`src/design/sft_pkg.sv`:
```
// shared types and constants for the serial frame transmitter
`default_nettype none

package sft_pkg;

   // command codes carried in the request beat
   localparam logic CMD_LOAD = 1'b0;
   localparam logic CMD_TICK = 1'b1;

   // line levels and bit positions
   localparam logic       LEVEL_LOW  = 1'b0;
   localparam logic       LEVEL_HIGH = 1'b1;
   localparam logic [2:0] MSB_INDEX  = 3'd7;

   typedef struct packed {
      logic       command;
      logic [7:0] data_byte;
      logic       last_byte;
   } req_payload_type;

   typedef struct packed {
      logic line_level;
      logic frame_end;
   } rsp_payload_type;

   // strobes and write data from the sequencer to the message store
   typedef struct packed {
      logic       wr_en;
      logic       rd_en;
      logic [7:0] wr_data;
   } store_cmd_type;

endpackage

`default_nettype wire

```
`src/design/sft_store.sv`:
```
// message byte store: one write port, one registered read port
`default_nettype none

module sft_store
   import sft_pkg::*;
#(
   parameter int MAX_BYTES = 256,
   parameter int ADDR_W    = 8
) (
   input  wire logic              clock,
   input  wire store_cmd_type     store_cmd,
   input  wire logic [ADDR_W-1:0] wr_addr,
   input  wire logic [ADDR_W-1:0] rd_addr,
   output logic [7:0]             rd_data
);

   logic [7:0] mem [MAX_BYTES];
   logic [7:0] rd_data_ff;

   // write port
   always_ff @(posedge clock) begin
      if (store_cmd.wr_en) begin
         mem[wr_addr] <= store_cmd.wr_data;
      end
   end

   // read port, data held until the next read
   always_ff @(posedge clock) begin
      if (store_cmd.rd_en) begin
         rd_data_ff <= mem[rd_addr];
      end
   end

   assign rd_data = rd_data_ff;

endmodule

`default_nettype wire

```
`src/design/sft_ctrl.sv`:
```
// frame sequencer: collects loads, walks the frame phases, drives result beats
`default_nettype none

module sft_ctrl
   import sft_pkg::*;
#(
   parameter int MAX_BYTES = 256,
   parameter int ADDR_W    = 8,
   parameter int CNT_W     = 9
) (
   input  wire logic              clock,
   input  wire logic              reset,
   input  wire logic              accept,
   input  wire req_payload_type   req_payload,
   input  wire logic [7:0]        rd_data,
   output store_cmd_type          store_cmd,
   output logic [ADDR_W-1:0]      wr_addr,
   output logic [ADDR_W-1:0]      rd_addr,
   output logic                   rsp_strobe,
   output rsp_payload_type        rsp_payload
);

   typedef enum logic [2:0] {
      PH_IDLE,
      PH_START,
      PH_SYNC,
      PH_WAIT,
      PH_SEND,
      PH_STOP,
      PH_FINISH
   } phase_type;

   localparam logic [CNT_W-1:0] MAX_COUNT = CNT_W'(MAX_BYTES);
   localparam logic [CNT_W-1:0] ONE_COUNT = CNT_W'(1);

   phase_type         phase_ff, phase_in;
   logic [CNT_W-1:0]  byte_count_ff, byte_count_in;
   logic [CNT_W-1:0]  bytes_sent_ff, bytes_sent_in;
   logic [2:0]        bit_index_ff, bit_index_in;
   logic              strobe_ff, strobe_in;
   rsp_payload_type   payload_ff, payload_in;
   logic [CNT_W-1:0]  read_index;
   logic              is_load, is_tick;

   assign is_load = accept && (req_payload.command == CMD_LOAD);
   assign is_tick = accept && (req_payload.command == CMD_TICK);

   // store addressing: next free slot, and the byte to send next (last loaded first)
   assign read_index = byte_count_ff - bytes_sent_ff - ONE_COUNT;
   assign wr_addr    = byte_count_ff[ADDR_W-1:0];
   assign rd_addr    = read_index[ADDR_W-1:0];

   // next state and result beat
   always_comb begin
      phase_in      = phase_ff;
      byte_count_in = byte_count_ff;
      bytes_sent_in = bytes_sent_ff;
      bit_index_in  = bit_index_ff;
      strobe_in     = 1'b0;
      payload_in    = '{line_level: LEVEL_HIGH, frame_end: 1'b0};
      store_cmd     = '{wr_en: 1'b0, rd_en: 1'b0, wr_data: req_payload.data_byte};

      if (is_load && (phase_ff == PH_IDLE)) begin
         if (byte_count_ff < MAX_COUNT) begin
            store_cmd.wr_en = 1'b1;
            byte_count_in   = byte_count_ff + ONE_COUNT;
         end
         if (req_payload.last_byte) begin
            phase_in = PH_START;
         end
      end else if (is_tick) begin
         case (phase_ff)
            PH_START: begin
               phase_in = PH_SYNC;
            end
            PH_SYNC: begin
               // fetch the byte now, it is ready for the first data bit
               store_cmd.rd_en       = 1'b1;
               phase_in              = PH_WAIT;
               strobe_in             = 1'b1;
               payload_in.line_level = LEVEL_LOW;
            end
            PH_WAIT: begin
               phase_in  = PH_SEND;
               strobe_in = 1'b1;
            end
            PH_SEND: begin
               strobe_in             = 1'b1;
               payload_in.line_level = rd_data[MSB_INDEX - bit_index_ff];
               bit_index_in          = bit_index_ff + 3'd1;
               if (bit_index_ff == MSB_INDEX) begin
                  bytes_sent_in = bytes_sent_ff + ONE_COUNT;
                  phase_in      = PH_STOP;
               end
            end
            PH_STOP: begin
               strobe_in = 1'b1;
               phase_in  = (bytes_sent_ff >= byte_count_ff) ? PH_FINISH : PH_SYNC;
            end
            PH_FINISH: begin
               strobe_in            = 1'b1;
               payload_in.frame_end = 1'b1;
               phase_in             = PH_IDLE;
               byte_count_in        = '0;
               bytes_sent_in        = '0;
               bit_index_in         = '0;
            end
            default: begin
               phase_in = PH_IDLE;
            end
         endcase
      end
   end

   // state and registered result beat
   always_ff @(posedge clock) begin
      if (reset) begin
         phase_ff      <= PH_IDLE;
         byte_count_ff <= '0;
         bytes_sent_ff <= '0;
         bit_index_ff  <= '0;
         strobe_ff     <= 1'b0;
      end else begin
         phase_ff      <= phase_in;
         byte_count_ff <= byte_count_in;
         bytes_sent_ff <= bytes_sent_in;
         bit_index_ff  <= bit_index_in;
         strobe_ff     <= strobe_in;
      end
      payload_ff <= payload_in;
   end

   assign rsp_strobe  = strobe_ff;
   assign rsp_payload = payload_ff;

`ifndef SYNTHESIS
   // a result beat only follows an accepted tick
   a_strobe_from_tick: assert property (@(posedge clock) disable iff (reset)
      rsp_strobe |-> $past(is_tick))
      else $error("result beat without a tick");

   // the end marker leaves the sequencer idle with counts cleared
   a_end_to_idle: assert property (@(posedge clock) disable iff (reset)
      (rsp_strobe && rsp_payload.frame_end) |-> (phase_ff == PH_IDLE && byte_count_ff == '0))
      else $error("frame end without return to idle");

   // data bits are only sent while a byte is left in the store
   a_send_has_byte: assert property (@(posedge clock) disable iff (reset)
      (phase_ff == PH_SEND) |-> (bytes_sent_ff < byte_count_ff))
      else $error("send phase with nothing left");

   // a partial byte only exists in the send phase
   a_bit_index_send: assert property (@(posedge clock) disable iff (reset)
      (bit_index_ff != 3'd0) |-> (phase_ff == PH_SEND))
      else $error("bit index left over outside send");
`endif

endmodule

`default_nettype wire

```
`src/design/serial_frame_transmitter_top.sv`:
```
// top level of the serial frame transmitter
//
// Request channel: a beat is taken on a rising edge with start high and
// busy low. busy stays low, so one beat is taken every cycle.
// A load beat (command 0) stores data_byte while idle and not full; the load
// with last_byte set starts a frame sequence. Loads outside idle are dropped.
// A tick beat (command 1) is one bit time: the first tick after the start
// drives nothing, then each byte goes out as 0, 1, eight data bits MSB
// first and a 1 stop bit, last loaded byte first; a final tick drives 1
// with frame_end set and returns to idle. Ticks while idle drive nothing.
// Result channel: rsp_strobe marks a beat in the cycle after the tick that
// caused it, for exactly one cycle; the receiver cannot stall it.
// Throughput is one beat per cycle; the result beat is registered. Each
// byte is read from the store during its sync tick, two ticks ahead of
// its first data bit.
// Reset (synchronous) returns to idle with an empty message; the store
// contents are not cleared and need no clearing pass.
`default_nettype none

module serial_frame_transmitter_top
   import sft_pkg::*;
#(
   parameter int MAX_BYTES = 256
) (
   input  wire logic            clock,
   input  wire logic            reset,
   input  wire logic            start,
   output logic                 busy,
   input  wire req_payload_type req_payload,
   output logic                 rsp_strobe,
   output rsp_payload_type      rsp_payload
);

   localparam int ADDR_W = (MAX_BYTES > 1) ? $clog2(MAX_BYTES) : 1;
   localparam int CNT_W  = $clog2(MAX_BYTES + 1) + 1;

   store_cmd_type     store_cmd;
   logic [ADDR_W-1:0] wr_addr;
   logic [ADDR_W-1:0] rd_addr;
   logic [7:0]        rd_data;
   logic              accept;

   // every beat is taken
   assign busy   = 1'b0;
   assign accept = start && !busy;

   sft_ctrl #(
      .MAX_BYTES (MAX_BYTES),
      .ADDR_W    (ADDR_W),
      .CNT_W     (CNT_W)
   ) u_ctrl (
      .clock       (clock),
      .reset       (reset),
      .accept      (accept),
      .req_payload (req_payload),
      .rd_data     (rd_data),
      .store_cmd   (store_cmd),
      .wr_addr     (wr_addr),
      .rd_addr     (rd_addr),
      .rsp_strobe  (rsp_strobe),
      .rsp_payload (rsp_payload)
   );

   sft_store #(
      .MAX_BYTES (MAX_BYTES),
      .ADDR_W    (ADDR_W)
   ) u_store (
      .clock     (clock),
      .store_cmd (store_cmd),
      .wr_addr   (wr_addr),
      .rd_addr   (rd_addr),
      .rd_data   (rd_data)
   );

endmodule

`default_nettype wire
```
`config.mk`:
```
export PLATFORM = sky130hd
export DESIGN_NAME = serial_frame_transmitter_top
export DESIGN_NICKNAME = d
export VERILOG_FILES = /design/src/design/sft_pkg.sv /design/src/design/sft_store.sv /design/src/design/sft_ctrl.sv /design/src/design/serial_frame_transmitter_top.sv
export SDC_FILE = /design/constraint.sdc
export NUM_CORES = 2
export LEC_CHECK = 0
export BUFFER_PORTS_ARGS = -buffer_cell sky130_fd_sc_hd__buf_2
export CAP_MARGIN = 20
export CORE_MARGIN = 2
export CORE_UTILIZATION = 60
export DETAILED_ROUTE_END_ITERATION = 6
export PLACE_DENSITY = 0.76
export SLEW_MARGIN = 30
export SYNTH_ARGS = -nofsm -noshare
export SYNTH_HDL_FRONTEND = slang
export SYNTH_HIERARCHICAL = 1
export SYNTH_SLANG_ARGS = --single-unit
```
`constraint.sdc`:
```
create_clock -name clock -period 5.7 [get_ports clock]
set_clock_uncertainty 0.1 [all_clocks]
set_input_delay 0.57 -clock clock [delete_from_list [all_inputs] [get_ports clock]]
set_output_delay 0.57 -clock clock [all_outputs]
set_load 0.1 [all_outputs]
```
==> metrics.csv <==
metric,value,unit
Global Route Usage Sum,27.8,%
Boundary Pins,17,
Mapped Cells,3982,
Worst-Skew Late Latency,0.84,ns
# Post-CTS Setup Buffers,0,
Slew HR,20.9,%
hold buffers post-CTS,2,
fillers,8260,
VDD IR-drop max,0.306,mV
final std cells w/o fill,6000,
Vias,41300,
vias in the first global route,40400,
multi-input logic area,17800,sq um
Max Buffers Root-to-Sink,3,
cell mode on critical path,buf_4,
die height,373,um
initial DRC count,6048,
global-route wire length before repair,280000,um
placed cell count,5626,
Power Density,354,nW/um^2
drt pass-1 iters,7,
number of nets still failing antenna checks after routing,0,
CP Class,register to register,
Netlist cell types,78,
P_leak,28.7,nW
synthesized net count,4017,
Period minus WS final,5.14,ns
fmax,194,MHz
die area,139000,sq um
total core area,135000,sq um
"Core Util, Final",66.7,%
GRT Residual Overflow,0,
CTS tree,built,
max-slew violation count,0,
ys async rst share,0,%
CP startpoint kind,register,
Crit. End Element,register,
final hold vios,0,
initial antenna violation count,4,
worst-path fanout max,17,
status,"finished, final reports clean",
measured slew at the worst slew-check pin,1.18,ns
HPWL reported at the end of detailed placement,114000,um
CP Cell Sequence,inv_1 -> ha_1 -> a21o_1 -> a21oi_1 -> xnor2_2 -> buf_4 -> nor2b_2 -> buf_4 -> a22o_1 -> a221oi_2 -> o32ai_2 -> nor3_2 -> nor4_2,
layout cells sized above 1,21.5,%
Synth Warn #,6,
RSZ-0062 raised after global routing,no,
WP data required,6.27,ns
final setup TNS,0,ns
number of antenna diodes,0,
largest net degree at the start of global routing,201,
final setup vio count,0,
FP Rows,135,
Die Span X,373,um
Tcrit/Tclk final,90.2,%
total clock sinks,2085,
DRT Wirelength,193000,um
drt wl/cell,32.1,um
vias per cell,6.88,
initial core utilization,60.4,%
cell area after synthesis,81700,sq um
Yosys reg bits,2085,
"Seq/Total Area, Yosys",76.3,%
WP data arrival,5.71,ns
fin nets,4084,
register area,62300,sq um
Min-Delay Path Class,input port to register,
post-CTS sizing,0,
DRC Markers,0,
total power,31.9,mW
"EDFF count, synth",2056,
CTS clock-pin slew for the worst setup and hold paths,0.07,ns
Crit-path slowest cell,nor2b_2,
average size of a mapped cell,20.5,sq um
routability cong.,0.942,
Synth-to-Final Area Change,10.5,%
# port buffers,15,
CTS HTree Levels,4,
MaxCap Viol Count,0,
Clk Tree Root Cell,clkbuf_16,
Crit path largest cell delay,0.81,ns
Synth Flop Type,edfxtp_1,
CTS Buf Count,196,
[power breakdown]
| group | switching, mW | internal (mW) | leakage, nW | total (mW) |
|---|---|---|---|---|
| registers | 0.00300 | 16.8 | 18.7 | 16.8 |
| clock network | 5.56 | 7.58 | 3.17 | 13.1 |
| logic | 1.23 | 0.713 | 6.84 | 1.94 |
[layer usage]
metal | global-route usage, % | up-vias | share of wire [%]
met5 | 0 | - | 0.012
met4 | 10.5 | 4 | 4.1
met3 | 6.53 | 439 | 11
met2 | 42.7 | 2666 | 47
met1 | 39.6 | 21500 | 37
li1 | - | 16700 | -
[worst paths after layout]
check | from | cells after the start | slack [ns] | end
worst min register to register | u_ctrl/bytes_sent_ff[6] | 2 | 0.43 | u_ctrl/bytes_sent_ff[6]
worst max register to register | u_ctrl/byte_count_ff[2] | 13 | 0.56 | u_store/rd_data[6]
worst min-delay path | req_payload[4] | 1 | 0.06 | u_store/mem[78][3]
worst max-delay path | u_ctrl/byte_count_ff[2] | 13 | 0.56 | u_store/rd_data[6]
[placed cells by master (no fill, tap or decap), types with 5 or more instances in the layout]
master and instances:
nand2_1 42, buf_4 84, bufinv_16 25, nand3_1 42, mux2i_1 138, a22o_1 8
or2_2 5, o22a_1 5, mux4_2 456, clkbuf_8 5, clkinvlp_4 6, o21ai_0 22
edfxtp_1 2056, or3_1 6, dfxtp_1 29, inv_1 23, nor2_1 303, nand4_1 12
o221ai_1 46, a211oi_1 18, ha_1 20, clkbuf_16 201, a21oi_1 115, clkinv_1 49
clkbuf_1 38, clkinv_2 39, nor3_1 29, nand2b_1 8, xnor2_1 7, a22oi_1 134
o22ai_1 28, nor2b_1 28, buf_12 20, and2_1 7, o211ai_1 11, nor4_1 25
a221oi_1 13, buf_2 7
[sequential cells by signal (all words and copies together) (netlist names)]
name / flops
u_store/rd_data: 8
u_ctrl/bytes_sent_ff: 10
u_store/mem: 2048
u_ctrl/bit_index_ff: 3
u_ctrl/rsp_payload: 2
u_ctrl/phase_ff: 3
u_ctrl/rsp_strobe: 1
u_ctrl/byte_count_ff: 10
[synthesized netlist by cell type, types with 5 or more instances]
| cell | instances | share of area, % |
|---|---|---|
| nand2b_1 | 9 | 0.069 |
| a22oi_1 | 134 | 1.2 |
| nand2_1 | 42 | 0.19 |
| clkbuf_1 | 116 | 0.53 |
| nor4_1 | 26 | 0.20 |
| mux2i_1 | 138 | 1.7 |
| o22a_1 | 5 | 0.054 |
| o22ai_1 | 28 | 0.21 |
| buf_8 | 13 | 0.24 |
| inv_1 | 23 | 0.11 |
| buf_2 | 31 | 0.19 |
| and2_1 | 7 | 0.054 |
| edfxtp_1 | 2056 | 76 |
| buf_6 | 23 | 0.32 |
| nand4_1 | 12 | 0.092 |
| o211ai_1 | 11 | 0.10 |
| a22o_1 | 8 | 0.086 |
| or3_1 | 6 | 0.046 |
| a221oi_1 | 13 | 0.14 |
| nor2b_1 | 31 | 0.24 |
| xnor2_1 | 12 | 0.13 |
| o221ai_1 | 46 | 0.49 |
| dfxtp_1 | 29 | 0.71 |
| nor3_1 | 30 | 0.18 |
| o21ai_0 | 22 | 0.13 |
| nor2_1 | 308 | 1.4 |
| buf_4 | 45 | 0.41 |
| a21oi_1 | 116 | 0.71 |
| buf_12 | 8 | 0.20 |
| buf_1 | 22 | 0.10 |
| or2_2 | 5 | 0.038 |
| a211oi_1 | 18 | 0.17 |
| nand3_1 | 42 | 0.26 |
| ha_1 | 21 | 0.32 |
| mux4_2 | 456 | 13 |
[area by class of cell]
type / instances / share of cell area (%)
tap: 1781 / 2.47
clock buffer: 239 / 5.73
sequential: 2085 / 69.0
inverter: 24 / 0.0998
multi-input combinational: 1614 / 19.7
timing repair buffer: 128 / 1.47
clock inverter: 129 / 1.45
[stage by stage]
step	hold slack, ns	cell area [sq um]	worst slack [ns]
2_1_floorplan	0.350	81700	2.03
3_3_place_gp	0.390	83600	-0.162
3_5_place_dp	0.411	83700	0.508
4_1_cts	0.0282	90200	0.473
5_1_grt	0.0472	90300	0.428
6_report	0.0572	90300	0.556
[worst max-delay path: cells and delay by family (launching register included)]
kind	cells	cell delay (ns)
simple gates	3	1.26
fa+ha+maj	1	0.47
flops	1	0.63
compound gates	5	0.79
xor+xnor	1	0.67
buf+inv	3	1.02
[kinds of logic after synthesis]
kind of cell,share of synthesized area [%]
xor+xnor,0.139
flops,76.3
buf+inv,2.11
mux,14.3
fa+ha+maj,0.346
simple gates,3.07
compound gates,3.73
other cells,0.00459
(Power assumes the default switching activity.)
